## src/rtl/assert_macros.svh

```systemverilog
// assertion macros shared by the rtl
// no dependencies
`ifndef ASSERT_MACROS_SVH
`define ASSERT_MACROS_SVH
// implication checked at every rising clock edge outside reset
`define ASSERT_IMP(lbl, clk, rstn, ante, cons) \
  lbl: assert property (@(posedge clk) disable iff (!rstn) (ante) |-> (cons)) \
    else $error("assertion failed");
// next-cycle implication outside reset
`define ASSERT_NXT(lbl, clk, rstn, ante, cons) \
  lbl: assert property (@(posedge clk) disable iff (!rstn) (ante) |=> (cons)) \
    else $error("assertion failed");
`endif

```

## src/rtl/pcl_pkg.sv

```systemverilog
// package for the chord length parameterization block
// types, constants and state encoding; no dependencies
`timescale 1ns / 1ps
package pcl_pkg;
  localparam int MaxPoints = 64;
  localparam int CoordBits = 24;
  localparam int IdxW = $clog2(MaxPoints);
  localparam int CntW = IdxW + 1;
  localparam int LenW = 31;
  localparam int SqW = 2 * CoordBits + 2;
  localparam int RootW = CoordBits + 1;
  localparam int TW = 17;
  localparam logic [LenW-1:0] LenMax = {LenW{1'b1}};
  localparam logic [TW-1:0] TOne = TW'(65536);
  localparam logic [1:0] ErrOk = 2'd0;
  localparam logic [1:0] ErrZero = 2'd1;
  localparam logic [1:0] ErrDrop = 2'd2;

  typedef enum logic [2:0] {
    StIdle, StMul, StSqrt, StAcc, StDiv, StOut
  } state_e;

  // serial unit operations
  typedef enum logic [2:0] {
    OpNone, OpMul, OpMac, OpSqrt, OpDiv
  } op_e;

  typedef struct packed {
    logic [IdxW-1:0] vertex_index;
    logic [TW-1:0] param_t;
    logic [LenW-1:0] total_length;
    logic end_of_run;
    logic [1:0] error_code;
  } res_t;

  typedef struct packed {
    logic signed [CoordBits-1:0] point_x;
    logic signed [CoordBits-1:0] point_y;
    logic final_point;
  } pt_t;
endpackage

```

## src/rtl/pcl_stream_if.sv

```systemverilog
// valid/ready vertex request interface
// depends on pcl_pkg
`timescale 1ns / 1ps
interface pcl_in_if;
  logic valid;
  logic ready;
  pcl_pkg::pt_t data;
  modport source(output valid, output data, input ready);
  modport sink(input valid, input data, output ready);
endinterface

```

## src/rtl/pcl_out_if.sv

```systemverilog
// valid/ready result interface
// depends on pcl_pkg
`timescale 1ns / 1ps
interface pcl_out_if;
  logic valid;
  logic ready;
  pcl_pkg::res_t data;
  modport source(output valid, output data, input ready);
  modport sink(input valid, input data, output ready);
endinterface

```

## src/rtl/pcl_serial_unit.sv

```systemverilog
// shared bit-serial unit: shift-add squaring, restoring square root, restoring divide
// depends on pcl_pkg
`timescale 1ns / 1ps
module pcl_serial_unit (
  input  logic clk_i,
  input  logic rst_ni,
  input  pcl_pkg::op_e op_i,
  input  logic start_i,
  input  logic [pcl_pkg::CoordBits:0] ma_i,
  input  logic [pcl_pkg::CoordBits:0] mb_i,
  input  logic [pcl_pkg::LenW-1:0] num_i,
  input  logic [pcl_pkg::LenW-1:0] den_i,
  output logic busy_o,
  output logic [pcl_pkg::RootW-1:0] root_o,
  output logic [pcl_pkg::TW-1:0] quo_o
);
  localparam int AW = pcl_pkg::CoordBits + 1;
  localparam int SqW = pcl_pkg::SqW;
  localparam int RW = pcl_pkg::RootW;
  localparam int NW = pcl_pkg::LenW + 16;
  pcl_pkg::op_e op_q;
  logic [6:0] cnt_q;
  logic [AW-1:0] mb_q;
  logic [SqW-1:0] acc_q, mc_q;
  logic [SqW-1:0] rad_q;
  logic [RW+1:0] rem_q;
  logic [RW-1:0] root_q;
  logic [NW-1:0] num_q;
  logic [pcl_pkg::LenW:0] drem_q;
  logic [pcl_pkg::LenW-1:0] den_q;
  logic [pcl_pkg::TW-1:0] quo_q;
  logic [RW+1:0] trial;
  logic [pcl_pkg::LenW:0] dtrial;
  logic [pcl_pkg::LenW:0] dsh;

  assign trial = {rem_q[RW-1:0], rad_q[SqW-1 -: 2]} - {root_q, 2'b01};
  assign dsh = {drem_q[pcl_pkg::LenW-1:0], num_q[NW-1]};
  assign dtrial = dsh - {1'b0, den_q};

  always_ff @(posedge clk_i or negedge rst_ni) begin
    if (!rst_ni) begin
      cnt_q <= '0;
      op_q <= pcl_pkg::OpNone;
    end else if (start_i) begin
      op_q <= op_i;
      if (op_i == pcl_pkg::OpDiv) cnt_q <= 7'(NW);
      else if (op_i == pcl_pkg::OpSqrt) cnt_q <= 7'(SqW / 2);
      else cnt_q <= 7'(AW);
    end else if (cnt_q != 0) begin
      cnt_q <= cnt_q - 7'd1;
    end
  end

  always_ff @(posedge clk_i) begin
    if (start_i) begin
      mb_q <= mb_i;
      mc_q <= SqW'(ma_i);
      // a plain square clears the accumulator, the others keep it
      acc_q <= (op_i == pcl_pkg::OpMul) ? '0 : acc_q;
      rad_q <= acc_q;
      rem_q <= '0;
      root_q <= '0;
      num_q <= {num_i, 16'd0};
      den_q <= den_i;
      drem_q <= '0;
      quo_q <= '0;
    end else if (cnt_q != 0) begin
      case (op_q)
        pcl_pkg::OpMul, pcl_pkg::OpMac: begin
          if (mb_q[0]) acc_q <= acc_q + mc_q;
          mb_q <= mb_q >> 1;
          mc_q <= mc_q << 1;
        end
        pcl_pkg::OpSqrt: begin
          rad_q <= rad_q << 2;
          if (!trial[RW+1]) begin
            rem_q <= trial;
            root_q <= {root_q[RW-2:0], 1'b1};
          end else begin
            rem_q <= {rem_q[RW-1:0], rad_q[SqW-1 -: 2]};
            root_q <= {root_q[RW-2:0], 1'b0};
          end
        end
        pcl_pkg::OpDiv: begin
          num_q <= num_q << 1;
          if (!dtrial[pcl_pkg::LenW]) begin
            drem_q <= dtrial;
            quo_q <= {quo_q[pcl_pkg::TW-2:0], 1'b1};
          end else begin
            drem_q <= dsh;
            quo_q <= {quo_q[pcl_pkg::TW-2:0], 1'b0};
          end
        end
        default: acc_q <= acc_q;
      endcase
    end
  end

  assign busy_o = (cnt_q != 0);
  assign root_o = root_q;
  assign quo_o = quo_q;
endmodule

```

## src/rtl/polyline_chord_length_params.sv

```systemverilog
// chord length parameterization of a polyline, top level
// depends on pcl_pkg, pcl_in_if, pcl_out_if, pcl_serial_unit, assert_macros.svh
//
//  channel | dir | payload
//  in_if   | in  | point_x, point_y, final_point
//  out_if  | out | vertex_index, param_t, total_length, end_of_run, error_code
//
// per vertex: two bit-serial squarings and a square root on the shared serial unit,
// 25 steps each; a new request is accepted only once the previous one is done
// the first vertex of a polyline and dropped vertices skip the serial unit
// per result: one 47-step restoring divide; the last vertex and a zero total
// skip the divide
// the cumulative store is a 64 x 31 memory, only entries of the current run are read
// reset clears the control state; a stalled result holds in the output register
`timescale 1ns / 1ps
`include "assert_macros.svh"
module polyline_chord_length_params (
  input logic clk_i,
  input logic rst_ni,
  pcl_in_if.sink in_if,
  pcl_out_if.source out_if
);
  localparam int IdxW = pcl_pkg::IdxW;
  localparam int CntW = pcl_pkg::CntW;
  localparam int LenW = pcl_pkg::LenW;
  localparam int CB = pcl_pkg::CoordBits;

  pcl_pkg::state_e state_q, state_d;
  logic [CB-1:0] px_q, py_q, cx_q, cy_q;
  logic [LenW-1:0] run_q;
  logic [CntW-1:0] cnt_q, oi_q;
  logic ovf_q, last_q, phase_q;
  logic [LenW-1:0] mem [pcl_pkg::MaxPoints];
  logic [LenW-1:0] rd_q;
  logic ov_q;
  pcl_pkg::res_t res_q;

  pcl_pkg::op_e op;
  logic start, busy;
  logic [CB:0] ma;
  logic [pcl_pkg::RootW-1:0] root;
  logic [pcl_pkg::TW-1:0] quo;
  logic [CB:0] dx, dy, adx, ady;
  logic [LenW:0] sum;
  logic accept, isl, tz;

  // magnitudes of the coordinate deltas
  assign dx = {cx_q[CB-1], cx_q} - {px_q[CB-1], px_q};
  assign dy = {cy_q[CB-1], cy_q} - {py_q[CB-1], py_q};
  assign adx = dx[CB] ? -dx : dx;
  assign ady = dy[CB] ? -dy : dy;
  assign ma = phase_q ? ady : adx;
  assign sum = {1'b0, run_q} + (LenW+1)'(root);
  assign accept = in_if.valid && in_if.ready;
  assign in_if.ready = (state_q == pcl_pkg::StIdle);
  assign isl = (oi_q + 1'b1 == cnt_q);
  assign tz = (run_q == '0);

  pcl_serial_unit u_ser (
    .clk_i, .rst_ni, .op_i(op), .start_i(start), .ma_i(ma), .mb_i(ma),
    .num_i(rd_q), .den_i(run_q), .busy_o(busy), .root_o(root), .quo_o(quo)
  );

  always_comb begin
    state_d = state_q;
    start = 1'b0;
    op = pcl_pkg::OpNone;
    case (state_q)
      pcl_pkg::StIdle: if (accept) begin
        if (cnt_q == CntW'(pcl_pkg::MaxPoints) || cnt_q == '0)
          state_d = pcl_pkg::StAcc;
        else begin
          state_d = pcl_pkg::StMul;
        end
      end
      pcl_pkg::StMul: if (!busy) begin
        // dx squared clears the accumulator, dy squared adds to it
        start = 1'b1;
        if (phase_q) begin
          op = pcl_pkg::OpMac;
          state_d = pcl_pkg::StSqrt;
        end else begin
          op = pcl_pkg::OpMul;
        end
      end
      pcl_pkg::StSqrt: if (!busy) begin
        if (phase_q) state_d = pcl_pkg::StAcc;
        else begin
          start = 1'b1;
          op = pcl_pkg::OpSqrt;
        end
      end
      pcl_pkg::StAcc: state_d = last_q ? pcl_pkg::StDiv : pcl_pkg::StIdle;
      pcl_pkg::StDiv: if (!busy && !ov_q) begin
        if (phase_q) state_d = pcl_pkg::StOut;
        else if (!isl && !tz) begin
          start = 1'b1;
          op = pcl_pkg::OpDiv;
        end else state_d = pcl_pkg::StOut;
      end
      pcl_pkg::StOut: if (!ov_q) state_d = (isl) ? pcl_pkg::StIdle : pcl_pkg::StDiv;
      default: state_d = pcl_pkg::StIdle;
    endcase
  end

  always_ff @(posedge clk_i or negedge rst_ni) begin
    if (!rst_ni) begin
      state_q <= pcl_pkg::StIdle;
      px_q <= '0; py_q <= '0; run_q <= '0; cnt_q <= '0; ovf_q <= 1'b0;
      oi_q <= '0; phase_q <= 1'b0; last_q <= 1'b0; ov_q <= 1'b0;
    end else begin
      state_q <= state_d;
      // output register: loaded in the output state, freed when taken
      if (state_q == pcl_pkg::StOut && !ov_q) ov_q <= 1'b1;
      else if (out_if.ready) ov_q <= 1'b0;
      case (state_q)
        pcl_pkg::StIdle: if (accept) begin
          last_q <= in_if.data.final_point;
          cx_q <= in_if.data.point_x;
          cy_q <= in_if.data.point_y;
          phase_q <= 1'b0;
          if (cnt_q == CntW'(pcl_pkg::MaxPoints)) ovf_q <= 1'b1;
        end
        pcl_pkg::StMul: if (!busy) phase_q <= ~phase_q;
        pcl_pkg::StSqrt: if (!busy && !phase_q) phase_q <= 1'b1;
        pcl_pkg::StAcc: begin
          if (cnt_q != CntW'(pcl_pkg::MaxPoints)) begin
            if (cnt_q != '0) run_q <= sum[LenW] ? pcl_pkg::LenMax : sum[LenW-1:0];
            px_q <= cx_q; py_q <= cy_q;
            cnt_q <= cnt_q + 1'b1;
          end
          phase_q <= 1'b0;
        end
        pcl_pkg::StDiv: if (!busy && !ov_q) begin
          if (!phase_q && !isl && !tz) phase_q <= 1'b1;
        end
        pcl_pkg::StOut: if (!ov_q) begin
          phase_q <= 1'b0;
          // the read index rests at zero between polylines
          if (isl) begin
            oi_q <= '0;
            px_q <= '0; py_q <= '0; run_q <= '0; cnt_q <= '0; ovf_q <= 1'b0;
          end else begin
            oi_q <= oi_q + 1'b1;
          end
        end
        default: ;
      endcase
    end
  end

  // cumulative store and registered read
  always_ff @(posedge clk_i) begin
    if (state_q == pcl_pkg::StAcc && cnt_q != CntW'(pcl_pkg::MaxPoints))
      mem[cnt_q[IdxW-1:0]] <= (cnt_q == '0) ? run_q :
                              (sum[LenW] ? pcl_pkg::LenMax : sum[LenW-1:0]);
    rd_q <= mem[oi_q[IdxW-1:0]];
  end

  always_ff @(posedge clk_i) begin
    if (state_q == pcl_pkg::StOut && !ov_q) begin
      res_q.vertex_index <= oi_q[IdxW-1:0];
      res_q.param_t <= tz ? '0 : (isl ? pcl_pkg::TOne : quo);
      res_q.total_length <= run_q;
      res_q.end_of_run <= isl;
      res_q.error_code <= ovf_q ? pcl_pkg::ErrDrop : (tz ? pcl_pkg::ErrZero : pcl_pkg::ErrOk);
    end
  end

  assign out_if.valid = ov_q;
  assign out_if.data = res_q;

  `ASSERT_IMP(a_noin_busy, clk_i, rst_ni, ov_q, !in_if.ready || state_q == pcl_pkg::StIdle)
  `ASSERT_NXT(a_hold, clk_i, rst_ni, ov_q && !out_if.ready, ov_q && $stable(res_q))
  `ASSERT_IMP(a_cnt, clk_i, rst_ni, 1'b1, cnt_q <= CntW'(pcl_pkg::MaxPoints))
endmodule
```

## src/flat_wrapper.sv

```systemverilog
// flat-port wrapper written by rule: the top's interface ports become plain ports
module polyline_chord_length_params_flat 
  (clk_i, rst_ni, in_if_valid, in_if_data, in_if_ready, out_if_valid, out_if_data, out_if_ready);
  pcl_in_if in_if_i ();
  pcl_out_if out_if_i ();
  input logic clk_i;
  input logic rst_ni;
  input wire logic [$bits(in_if_i.valid)-1:0] in_if_valid;
  input wire logic [$bits(in_if_i.data)-1:0] in_if_data;
  output wire logic [$bits(in_if_i.ready)-1:0] in_if_ready;
  output wire logic [$bits(out_if_i.valid)-1:0] out_if_valid;
  output wire logic [$bits(out_if_i.data)-1:0] out_if_data;
  input wire logic [$bits(out_if_i.ready)-1:0] out_if_ready;
  assign in_if_i.valid = in_if_valid;
  assign in_if_i.data = in_if_data;
  assign in_if_ready = in_if_i.ready;
  assign out_if_valid = out_if_i.valid;
  assign out_if_data = out_if_i.data;
  assign out_if_i.ready = out_if_ready;
  polyline_chord_length_params u_core (.clk_i(clk_i), .rst_ni(rst_ni), .in_if(in_if_i), .out_if(out_if_i));
endmodule
```

## config.mk

```make
export PLATFORM = sky130hd
export DESIGN_NAME = polyline_chord_length_params_flat
export DESIGN_NICKNAME = d
export VERILOG_FILES = /design/src/rtl/pcl_pkg.sv /design/src/rtl/pcl_stream_if.sv /design/src/rtl/pcl_out_if.sv /design/src/rtl/pcl_serial_unit.sv /design/src/rtl/polyline_chord_length_params.sv /design/src/flat_wrapper.sv
export VERILOG_INCLUDE_DIRS = /design/src /design/src/rtl
export SDC_FILE = /design/constraint.sdc
export NUM_CORES = 2
export LEC_CHECK = 0
export ABC_AREA = 1
export BUFFER_PORTS_ARGS = -buffer_cell sky130_fd_sc_hd__buf_4
export CAP_MARGIN = 30
export CORE_MARGIN = 8
export CORE_UTILIZATION = 50
export DETAILED_ROUTE_END_ITERATION = 10
export PLACE_DENSITY = 0.65
export SLEW_MARGIN = 25
export SYNTH_ARGS = -nofsm -noshare
export SYNTH_HDL_FRONTEND = slang
export SYNTH_SLANG_ARGS = --single-unit
```

## constraint.sdc

```tcl
create_clock -name clk_i -period 5.36 [get_ports clk_i]
set_clock_uncertainty 0.15 [all_clocks]
set_input_delay 0.536 -clock clk_i [delete_from_list [all_inputs] [get_ports clk_i]]
set_output_delay 0.536 -clock clk_i [all_outputs]
set_load 0.1 [all_outputs]
```

## After elaboration in Yosys (flattened, before gate mapping)

Memory sizes are Yosys's and may differ from the RTL's. A register that Yosys moved wholly into a read port is not among the register bits.
Index checks and enable logic that the tools add are counted.

| storage, ports and cells | value |
|---|---|
| bits in registers | 550 |
| RAM bits | 1,984 |
| input port bits | 53 |
| logic and storage cells | 210 |
| memories | 1 |

| cells by class | value |
|---|---|
| add/sub/neg operators | 11 |
| eq/ne operators | 29 |
| muxes and demuxes | 91 |
| bitwise operators | 2 |
| reductions and logical operators | 45 |

Memory list:

| memory | depth | bits a word | rd ports | clocked after memory_dff | wr ports | line | RTL |
|---|---|---|---|---|---|---|---|
| u_core.mem | 64 | 31 | 1 | 1 | 1 | polyline_chord_length_params.sv:33 | `logic [LenW-1:0] mem [pcl_pkg::MaxPoints];` |

Operators with widths:

| cell | count |
|---|---|
| 50-bit two-way mux | 8 |
| 25-bit two-way mux | 10 |
| 31-bit two-way mux | 7 |
| 47-bit two-way mux | 3 |
| 24-bit two-way mux | 4 |
| 24-bit case mux with 2 select lines | 2 |
| 31-bit case mux with 2 select lines | 1 |
| 50-bit adder | 1 |
| 25-bit negator | 2 |
| 24-bit by 24-bit subtractor with 25-bit output | 2 |
| 3-bit two-way mux | 16 |
| 7-bit two-way mux | 6 |
| 31-bit by 25-bit adder with 32-bit output | 1 |
| 32-bit by 31-bit subtractor with 32-bit output | 1 |
| 31-bit logical NOT | 1 |
| 27-bit subtractor | 1 |
| 1-bit two-way mux | 23 |
| 3-bit case mux with 6 select lines | 1 |
| 17-bit two-way mux | 1 |
| 2-bit AND reduction | 8 |
| 2-bit nonzero test | 8 |
| 7-bit by 1-bit adder with 7-bit output (second input constant) | 2 |
| 2-bit by 1-bit != test with 1-bit output (second input constant) | 7 |
| 2-bit != test (second input constant) | 7 |
| other kinds (29) | 55 |

## Depth between registers and ports, before layout

| depth | value |
|---|---|
| depth after elaboration | 11 |
| mapped depth | 23 |
| mapped depth without buffers | 22 |

## By module

Synthesis repeated with hierarchy kept, for this count alone.

| unflattened totals | value |
|---|---|
| cell total of the unflattened synthesis | 10,777 |
| area, all modules | 114,031.9 um2 |

Modules (own cells, without submodules):

| module | instances | cells an instance | area an instance (um2) | seq. area each (um2) |
|---|---|---|---|---|
| polyline_chord_length_params | 1 | 7,860 | 93,004.2 | 65,853.2 |
| pcl_serial_unit | 1 | 2,917 | 21,027.7 | 9,078.7 |

## Least setup slack after synthesis

No wires, ideal clock.

| timing | value |
|---|---|
| path type | reg2reg |
| from | reg u_core.state_q[2] |
| to | reg u_core.cx_q[0] (enable) |
| setup time | 454 ps |
| data arrival time | 5,066 ps |
| data required time | 4,756 ps |
| path slack | -310 ps |
| cell stages (with the launch flop) | 4 |
| path buffers | 0 |
| clock period less this slack | 5,670 ps |
| cells stage by stage | dfrtp_1 -> nor3_1 -> nand2_1 -> nor2_1 |

| on the way | value |
|---|---|
| cells in the longest elaborated chain, start to end | 3 |

Ends and longest elaborated chain:

| element | line | RTL |
|---|---|---|
| from (decl) | polyline_chord_length_params.sv:28 | `pcl_pkg::state_e state_q, state_d;` |
| from (signal assigned) | polyline_chord_length_params.sv:108 | `state_q <= pcl_pkg::StIdle;` |
| from (signal assigned) | polyline_chord_length_params.sv:112 | `state_q <= state_d;` |
| 3-bit logical NOT (*) | polyline_chord_length_params.sv:55 | `assign in_if.ready = (state_q == pcl_pkg::StIdle);` |
| net in_if_ready | flat_wrapper.sv:10 | `output wire logic [$bits(in_if_i.ready)-1:0] in_if_ready;` |
| 1-bit logical AND | polyline_chord_length_params.sv:54 | `assign accept = in_if.valid && in_if.ready;` |
| 3-bit AND reduction (no source line) (*) | -- |  |
| to (signal assigned) | polyline_chord_length_params.sv:119 | `cx_q <= in_if.data.point_x;` |
| to (decl) | polyline_chord_length_params.sv:29 | `logic [CB-1:0] px_q, py_q, cx_q, cy_q;` |

Mark *: on every way through the listed nets, which the timed path passes. The rest lies on a longest branch.
A chain may end at the register's enable or synchronous reset.

## Worst setup path in the final report

| timing | value |
|---|---|
| from | reg u_core.cnt_q[1] |
| to | mem u_core.mem[15][22] (enable) |

| on the way | value |
|---|---|
| cells in the longest elaborated chain, start to end | 4 |

Ends and longest elaborated chain:

| element | line | RTL |
|---|---|---|
| from (decl) | polyline_chord_length_params.sv:31 | `logic [CntW-1:0] cnt_q, oi_q;` |
| from (signal assigned) | polyline_chord_length_params.sv:130 | `cnt_q <= cnt_q + 1'b1;` |
| 7-bit != test | polyline_chord_length_params.sv:154 | `if (state_q == pcl_pkg::StAcc && cnt_q != CntW'(pcl_pkg::MaxPoints))` |
| 1-bit logical AND | polyline_chord_length_params.sv:154 |  |
| 1-bit two-way mux | polyline_chord_length_params.sv:154 |  |
| 1-bit two-way mux | polyline_chord_length_params.sv:155 | `mem[cnt_q[IdxW-1:0]] <= (cnt_q == '0) ? run_q :` |
| to (decl) | polyline_chord_length_params.sv:33 |  |

Several ways; a longest one is shown, not always the timed one.

==> results.json <==
{
  "vdd_ir_drop_max_uv": 497,
  "worst_path_most_repeated_cell": "nand2_1",
  "dr.pass1.iters": 6,
  "final_util": 0.574,
  "grt_pass1_wl_um": 488000,
  "syn_nets": 10500,
  "cellPowerDensity_mw_per_mm2": 688,
  "nets": 10700,
  "cts-root-buf": "clkbuf_16",
  "p_int_mw": 52.0,
  "synth_cell_type_count": 62,
  "die_height_um": 489,
  "avgRoutedWirePerCell_um": 24.2,
  "cap_violations": 0,
  "initial_core_util": 0.504,
  "ys_seq_elements": 2565,
  "area_growth_pct": 13.9,
  "grt_pass1_vias": 78100,
  "clock-sinks": 2565,
  "synth_top_flop_cell": "edfxtp_1",
  "swShare": 0.408,
  "maxSlewHeadroom": 0.289,
  "dp.final_hpwl_um": 191000,
  "vias": 81600,
  "yosysWarnings": 0,
  "max_slew.worst_pin.slew_ns": 1.07,
  "fin_area_sq_mm": 0.128,
  "async_reset_ff_frac": 0.0429,
  "htree_levels": 5,
  "cp_top_family": "buffers and inverters",
  "final_min_period_over_clock_period": 0.896,
  "cts.clk_slew.worst_paths_ns": 0.06,
  "fp.dieW_um": 489,
  "clock_power_share": 0.217,
  "fmax_mhz": 208,
  "syn_area_per_cell_sq_um": 10.9,
  "cp.arrival_ns": 5.18,
  "share_comb_of_total_power": 0.425,
  "yosys-top-cells-count": "2301 x edfxtp_1, 1698 x nor2_1, 1534 x o21ai_0, 1484 x nand2_1, 583 x inv_1",
  "grt_max_degree": 219,
  "ios": 112,
  "min_period_ns": 4.80,
  "routabilityCongestion": 0.900,
  "drv_slew": 0,
  "worstHoldPathType": "in -> reg",
  "core_area_sq_mm": 0.222,
  "rsz0062_at_grt": "false",
  "post_drt_via_cell_ratio": 6.00,
  "ant_nets": 1,
  "crit_slowest_cell": "dfrtp_1",
  "cts_tree": "built",
  "gr-total-overflow": 0,
  "path_class": "reg -> reg",
  "antenna_found_initial": 13,
  "synth_edf_count": 2301,
  "setup_violations": 0,
  "place_area_sq_mm": 0.118,
  "track_usage": 0.267,
  "violations": "antenna rules",
  "cp-end-kind": "register",
  "worstSkewPairLatency_ns": 0.93,
  "io_buffers": 111,
  "p_seq_frac": 0.357,
  "hold_violations": 0,
  "synth_area_sq_mm": 0.112,
  "core.rowCount": 173,
  "synth_top_area_frac": 0.617,
  "fin_tns_setup_ns": 0,
  "post_cts_buffers": 0,
  "postCtsResizedCells": 0,
  "yosys.area.top_type": "edfxtp_1",
  "synthCells": 10300,
  "critPathMaxStageDelay_ns": 0.61,
  "crit_fanout": 46,
  "cp-start-kind": "register",
  "drt_wl_total_um": 329000,
  "drt_iter0_drc": 9517,
  "yosys.cell_count.top_type": "edfxtp_1",
  "holdWs_ns": 0.0544,
  "finalPower_mw": 87.8,
  "ys_seq_area_frac": 0.669,
  "outcome": "complete, but fails checks",
  "clk_path_buf_depth": 4,
  "dieArea_sq_mm": 0.239,
  "numCtsBuffers": 286,
  "drc": 0,
  "drive_above_1_share": 0.0888,
  "yosys-top-cells-area": "edfxtp_1 62%, o21ai_0 6.9%, nor2_1 5.7%",
  "p_leak_nw": 46.0,
  "crit_required_ns": 5.73,
  "worstPathCellList": "clkinv_1, ha_1, nand2_1, nor2_1, nand2_1, inv_1, nand2_1, nand2_1, inv_2, buf_4, nand2_1, nor2_4, buf_4",
  "crit_buf_inv": 5,
  "switching_power_mw": 35.8
}
## area by class of cell
class	count	area, sq um
inverters	591	2250
multi-input cells	6558	33400
diodes	8	20.0
clock inverters	115	1100
well taps	2975	3720
fillers	18300	94800
flip-flops and latches	2565	75000
repair buffers	416	4200
clock buffers	381	7900
## stage by stage
stage | cells | setup WS, ns
after floorplan | 10300 | -0.0295
after global placement | 13000 | 0.773
after detailed placement | 13000 | 0.727
after CTS | 13600 | 0.675
after global routing | 13600 | 0.362
final | 13600 | 0.555
## cell families (layout without fill, tap and decap cells)
group | count (synthesis) | in the layout | synth area share
and+or+nand+nor | 3602 | 3602 | 0.127
xor gates and xnor gates | 95 | 95 | 0.00750
muxes | 2 | 2 | 0.000190
adders and majority gates | 189 | 189 | 0.0215
other | 0 | 8 | 0
DFF | 2565 | 2565 | 0.669
AOI/OAI and AO/OA | 2670 | 2670 | 0.134
buffers and inverters | 1140 | 1503 | 0.0400
## state kept, by name, summed over array words and instances (netlist names), 50 cells and up
| register | flops |
|---|---|
| u_core.u_ser.acc_q | 50 |
| u_core.u_ser.mc_q | 50 |
| u_core.mem | 1984 |
| u_core.out_if.data | 57 |
| u_core.u_ser.rad_q | 50 |
## worst paths after layout
path	endpoint	cells past startpoint	slack, ns	startpoint
worst min-delay path	u_core.last_q	3	0.05	in_if_valid
max in group asynchronous	u_core.oi_q[4]	5	3.03	rst_ni
worst max-delay path	u_core.mem[15][22]	13	0.56	u_core.cnt_q[1]
min in group asynchronous	u_core.px_q[1]	4	0.56	rst_ni
worst min register to register	u_core.u_ser.quo_o[16]	2	0.31	u_core.u_ser.quo_o[15]
worst max register to register	u_core.mem[15][22]	13	0.56	u_core.cnt_q[1]
## layer usage
layer / routed length [um] / GRT usage / vias up / part of all wire
met5: 27 / 0 / - / 0.000082
met4: 12400 / 0.0953 / 4 / 0.038
met3: 31600 / 0.0494 / 692 / 0.096
met2: 146000 / 0.411 / 3916 / 0.44
met1: 139000 / 0.382 / 40100 / 0.42
li1: - / - / 36900 / -
## power by group through the flow
stage / registers (mW) / logic (mW) / clock network [mW]
final: 31.4 / 37.4 / 19.1
after detailed placement: 31.8 / 36.4 / 0
after global routing: 31.6 / 40.9 / 20.0
after floorplan: 32.4 / 22.2 / 0
after global placement: 31.8 / 34.8 / 0
after CTS: 31.4 / 36.6 / 19.3
## repair_timing
| action | 4_1_cts | 5_1_grt |
|---|---|---|
| hold buffers | 53 | 0 |
| setup endpoints to repair | 0 | 0 |
| hold endpoints to repair | 114 | 0 |
## cells in the final DEF (no fill, tap or decap), types with 22 or more instances in the layout
cell type      instances
o22ai_1              539
nand4_1               59
clkinv_1              35
clkbuf_16            293
buf_12                46
a21o_1                22
dfrtp_1              104
dfxtp_1              154
xor2_1                53
a31oi_1               29
o32ai_1               23
o21ai_1               31
inv_1                579
clkbuf_1              64
ha_1                 184
nor2_1              1640
clkbuf_8              24
xnor2_1               41
o21ai_0             1504
nor2_4                58
nand3_1              232
edfxtp_1            2301
o21bai_1              32
o211ai_1              78
clkinv_2              43
nand2_1             1481
nor3_1                54
dlygate4sd3_1         52
o221ai_1              62
a21oi_1              233
o21ai_4               30
buf_4                297
## worst min-delay path, stage by stage
cell,delay [ns]
buf_4,0.15
nand2_1,0.19
mux2_2,0.18
Note: power is estimated with default switching activity, not from simulation.
